### src/hdl/art_pkg.sv
// Shared types and codes for the allocation region tracker.
package art_pkg;

  localparam logic [1:0] KIND_ALLOC = 2'd0;
  localparam logic [1:0] KIND_FREE  = 2'd1;
  localparam logic [1:0] KIND_LOAD  = 2'd2;
  localparam logic [1:0] KIND_STORE = 2'd3;

  localparam logic [2:0] ST_IGNORED      = 3'd0;
  localparam logic [2:0] ST_ALLOC_OK     = 3'd1;
  localparam logic [2:0] ST_ALLOC_FULL   = 3'd2;
  localparam logic [2:0] ST_FREE_KNOWN   = 3'd3;
  localparam logic [2:0] ST_FREE_UNKNOWN = 3'd4;
  localparam logic [2:0] ST_HIT          = 3'd5;
  localparam logic [2:0] ST_MISS         = 3'd6;

  typedef struct packed {
    logic [1:0]  kind;
    logic [63:0] address;
    logic [39:0] region_bytes;
    logic [7:0]  tag_id;
  } art_in_t;

  typedef struct packed {
    logic [2:0]  status;
    logic        is_store;
    logic [39:0] offset;
    logic [63:0] found_start;
    logic [39:0] found_size;
    logic [7:0]  found_tag;
  } art_out_t;

  // Transaction walking down the cell row with the partial search results.
  typedef struct packed {
    logic        active;
    logic [1:0]  kind;
    logic [63:0] addr;
    logic [39:0] size;
    logic [7:0]  tag;
    logic        exact_hit;
    logic [39:0] exact_size;
    logic [7:0]  exact_tag;
    logic        empty_hit;
    logic        floor_hit;
    logic [63:0] floor_start;
    logic [39:0] floor_size;
    logic [7:0]  floor_tag;
    logic        floor_freed;
  } art_token_t;

  // Table update broadcast to every cell; the cell with the matching index takes it.
  typedef struct packed {
    logic        en;
    logic        set_freed;
    logic [63:0] start;
    logic [39:0] size;
    logic [7:0]  tag;
  } art_wr_t;

endpackage

### src/hdl/art_cell.sv
// One table entry plus one stage of the search token pipeline.
module art_cell #(
  parameter int INDEX  = 0,
  parameter int IDX_W  = 6,
  parameter int SIZE_W = 40
) (
  input  logic                clk,
  input  logic                rst,
  input  art_pkg::art_token_t tok_in,
  input  logic [IDX_W-1:0]    ex_idx_in,
  input  logic [IDX_W-1:0]    em_idx_in,
  output art_pkg::art_token_t tok_out,
  output logic [IDX_W-1:0]    ex_idx_out,
  output logic [IDX_W-1:0]    em_idx_out,
  input  art_pkg::art_wr_t    wr,
  input  logic [IDX_W-1:0]    wr_idx
);
  import art_pkg::*;

  logic              valid;
  logic [63:0]       start;
  logic [SIZE_W-1:0] size;
  logic [7:0]        tag;
  logic              freed;

  art_token_t       tok_next;
  logic [IDX_W-1:0] ex_idx_next;
  logic [IDX_W-1:0] em_idx_next;
  logic             my_write;

  always_comb begin
    tok_next    = tok_in;
    ex_idx_next = ex_idx_in;
    em_idx_next = em_idx_in;
    if (!tok_in.exact_hit && valid && start == tok_in.addr) begin
      tok_next.exact_hit  = 1'b1;
      tok_next.exact_size = 40'(size);
      tok_next.exact_tag  = tag;
      ex_idx_next         = IDX_W'(INDEX);
    end
    if (!tok_in.empty_hit && !valid) begin
      tok_next.empty_hit = 1'b1;
      em_idx_next        = IDX_W'(INDEX);
    end
    // greatest start not above the address, freed entries included
    if (valid && start <= tok_in.addr &&
        (!tok_in.floor_hit || start > tok_in.floor_start)) begin
      tok_next.floor_hit   = 1'b1;
      tok_next.floor_start = start;
      tok_next.floor_size  = 40'(size);
      tok_next.floor_tag   = tag;
      tok_next.floor_freed = freed;
    end
  end

  assign my_write = wr.en && (wr_idx == IDX_W'(INDEX));

  always_ff @(posedge clk) begin
    if (rst) begin
      tok_out <= '0;
    end else begin
      tok_out <= tok_next;
    end
    ex_idx_out <= ex_idx_next;
    em_idx_out <= em_idx_next;
  end

  always_ff @(posedge clk) begin
    if (rst) begin
      valid <= 1'b0;
    end else if (my_write && !wr.set_freed) begin
      valid <= 1'b1;
    end
  end

  always_ff @(posedge clk) begin
    if (my_write) begin
      if (wr.set_freed) begin
        freed <= 1'b1;
      end else begin
        start <= wr.start;
        size  <= wr.size[SIZE_W-1:0];
        tag   <= wr.tag;
        freed <= 1'b0;
      end
    end
  end

endmodule

### config.mk
export PLATFORM = sky130hd
export DESIGN_NAME = art_cell
export DESIGN_NICKNAME = d
export VERILOG_FILES = /design/src/hdl/art_pkg.sv /design/src/hdl/art_cell.sv
export SDC_FILE = /design/constraint.sdc
export NUM_CORES = 1
export LEC_CHECK = 0
export BUFFER_PORTS_ARGS = -buffer_cell sky130_fd_sc_hd__buf_2
export CAP_MARGIN = 40
export CORE_AREA = 3 3 271 273
export DETAILED_ROUTE_END_ITERATION = 8
export DIE_AREA = 0 0 274 276
export GPL_ROUTABILITY_DRIVEN = 0
export PLACE_DENSITY = 0.51
export SLEW_MARGIN = 20
export SYNTH_ARGS = -nofsm -noshare
export SYNTH_HDL_FRONTEND = slang
export SYNTH_SLANG_ARGS = --single-unit
### constraint.sdc
create_clock -name clk -period 7.9 [get_ports clk]
set_clock_uncertainty 0.2 [all_clocks]
set_input_delay 1.185 -clock clk [delete_from_list [all_inputs] [get_ports clk]]
set_output_delay 1.185 -clock clk [all_outputs]
set_load 0.1 [all_outputs]
==> key figures <==
Drt
  – Routed wire length: 62500 um
  – Met3 WL: approximately 4200 um
  – Vias: 13400
  – Max layer used: met5
  – WL met1: 25100 um
  – Vias per cell: 4.13
  – Initial drt markers: between 500 and 600
  – DR WL met2: 31300 um
  – First-pass DRT Iterations: 5
  – WL/cell: 19.2 um
  – Antenna Violating Nets Remaining: 0
  – DR DRC count: 0

Yosys
  – Ranking of synthesized cells by area: dfxtp_1, edfxtp_1, ha_1, nand2b_1, mux2i_1
  – #FFs+latches synth: 405
  – Asr flop ratio synth: 0
  – Post-synth top area share: 0.351
  – Cell accounting for the most synthesized area: dfxtp_1
  – Netlist cell types: 44
  – Syn Area/Cell: 10.7 um^2
  – Sequential share of the synthesized area: 0.555
  – Top-count cell post-synth: dfxtp_1
  – Mapped Area: 0.0167 mm^2
  – Synth cell count leaders: dfxtp_1, nand2b_1, inv_1
  – Synth Flop Type: dfxtp_1
  – Synth Warn #: 0
  – Syn Inst Count: 1551
  – Syn nets: 2092
  – Number of flops mapped to enable cells by yosys: ~110

Worst setup path
  – Critical path peak fanout: 80
  – Critical path arrival: 4450 ps
  – Setup crit end kind: flip-flop
  – Cell Chain, Critical Path: buf_2 -> inv_1 -> ha_1 -> nand4_1 -> nor4_4 -> nand4_1 -> nor2_1 -> a31oi_1 -> and3b_4 -> buf_12 -> mux2i_1
  – CP dominant cell by count: nand4_1
  – WS Path Type: input pin to flip-flop
  – Worst path required time: 8190 ps
  – Worst Setup Start Kind: input pin
  – Crit-path slowest cell: nor4_4
  – CP peak stage delay: 610 ps

Clocking
  – CTS buffer count: 47
  – CTS tree: yes
  – TritonCTS Sinks: 405
  – CTS clk-pin slew, worst paths: 60 ps
  – Post CTS Setup Buffer Count: 0
  – Maximum buffer depth of the clock tree: 3
  – Hold Buf Count CTS: 0
  – CTS resizes: 0
  – H-tree Lvls: 2
  – Clk Latency, worst-skew pair: 600 ps
  – CTS Root Cell: clkbuf_16

Timing
  – Least-Margin Pin Slew: about 1000 ps
  – Period utilization: 0.527
  – Final worst slack: 3740 ps
  – Max Slew Vio Count: 0
  – Hold_ws: 348 ps
  – Hold Vio Cnt, Final: 0
  – Total Negative Setup Slacks: 0 ps
  – F_max: 240 MHz
  – RSZ-0062 raised after global routing: no
  – Slew HR: 0.336
  – Final setup viols: 0
  – Fin crit period: between 4000 and 5000 ps

GRT
  – Largest net degree at the start of global routing: 205
  – Antenna violations before repair: 21
  – Tot GR Track Use: 0.159
  – Grt ovf: 0
  – Number of global-route vias before repair: 14200
  – First-pass GRT wire length: between 90000 and 100000 um

Placement
  – Inst Count DP: 3149
  – Pre-CTS setup slack: 3060 ps
  – Cell Area, Placed: 0.0212 mm^2
  – Post-DP HPWL: about 50000 um
  – I/O Buffers: about 700

Run
  – Max-cap violation count: 0

Cells and area
  – Final Util: 0.320
  – Fillcell total: 7468
  – Layout Nets: 2789
  – Cell Count, Final, Fillers Out: 3248
  – Synth-to-Final Area Change: 37.0%
  – Layout cell share with drive strength beyond 1: 0.352
  – Final std cell area, no fill: 0.0228 mm^2

Die
  – DIE HEIGHT: 276 um
  – IO Pins: 704
  – Initial Utilization: 0.233
  – Die X: around 270 um
  – Die ar.: ~0.076 mm^2
  – Core area: 0.0714 mm^2
  – FP Rows: between 90 and 100

Power
  – Leak: roughly 11 nW
  – Worst vdd ir: 0.184 mV
  – Power per cell area: 240 mW/mm^2
  – Total power: around 5.5 mW

Outcome
  – Status: complete, no violations

Hold path
  – Worst hold path type: flip-flop to flip-flop
==> layer usage <==
layer	GRT usage	vias to the layer above
met4	0.0577	12
li1	-	6569
met5	0	-
met2	0.282	438
met1	0.183	6288
met3	0.0435	92
==> sequential cells by signal (all words and copies together), names as in the netlist <==
name,count
valid,1
ex_idx_out,6
size,40
tok_out,279
em_idx_out,6
tag,8
freed,1
start,64
==> worst max-delay path: cells and delay by family <==
kind	cells	cell delay, ps
muxes	1	270
and+or+nand+nor	5	1800
buffers and inverters	3	580
adders and majority gates	1	290
AOI/OAI and AO/OA	1	110
==> cell usage in the layout, fill, tap and decap left out, types with 3 or more instances in the layout <==
cell type,n
a211oi_1,6
a21o_1,14
a21oi_1,101
and2_1,6
and4_1,3
buf_12,3
buf_2,704
buf_4,7
bufinv_16,3
clkbuf_1,5
clkbuf_16,50
clkbuf_8,6
clkinv_1,4
clkinv_2,10
clkinvlp_4,4
dfxtp_1,292
diode_2,11
edfxtp_1,113
ha_1,128
inv_1,129
inv_6,3
mux2i_1,113
nand2_1,119
nand2b_1,227
nand3_1,17
nand4_1,25
nor2_1,78
nor2b_1,61
nor3_1,3
nor4_1,5
o211ai_1,3
o21ai_0,13
==> path summary, 6_finish.rpt <==
| path | slack [ps] | cells after the start | to | from |
|---|---|---|---|---|
| min | 350 | 2 | tok_out[42] | size[33] |
| min reg2reg | 350 | 2 | tok_out[42] | size[33] |
| max | 3740 | 11 | tok_out[69] | tok_in[269] |
| max reg2reg | 3980 | 9 | tok_out[69] | start[59] |
==> final cells by class <==
type	instances	area (um^2)	share of cell area
sequential	405	9240	0.405
multi-input combinational	949	6630	0.290
timing repair buffer	716	3660	0.160
clock buffer	61	1350	0.0592
tap	950	1190	0.0521
inverter	129	484	0.0212
clock inverter	27	245	0.0107
antenna	11	27.5	0.00121
==> power breakdown <==
| group | total, mW | switching (mW) | internal, mW |
|---|---|---|---|
| sequential | 2.24 | 0.0242 | 2.21 |
| combinational | 0.999 | 0.784 | 0.215 |
| clock | 2.25 | 0.939 | 1.31 |
==> cells by family (layout without fill, tap and decap cells) <==
group                      after synthesis  after routing  synth area share
muxes                                  113            113            0.0679
AOI/OAI and AO/OA                      151            151            0.0516
DFF                                    405            405             0.555
and+or+nand+nor                        557            557             0.181
adders and majority gates              128            128            0.0961
buffers and inverters                  197            933            0.0484
other                                    0             11                 0
Note: power is estimated with default switching activity, not from simulation.
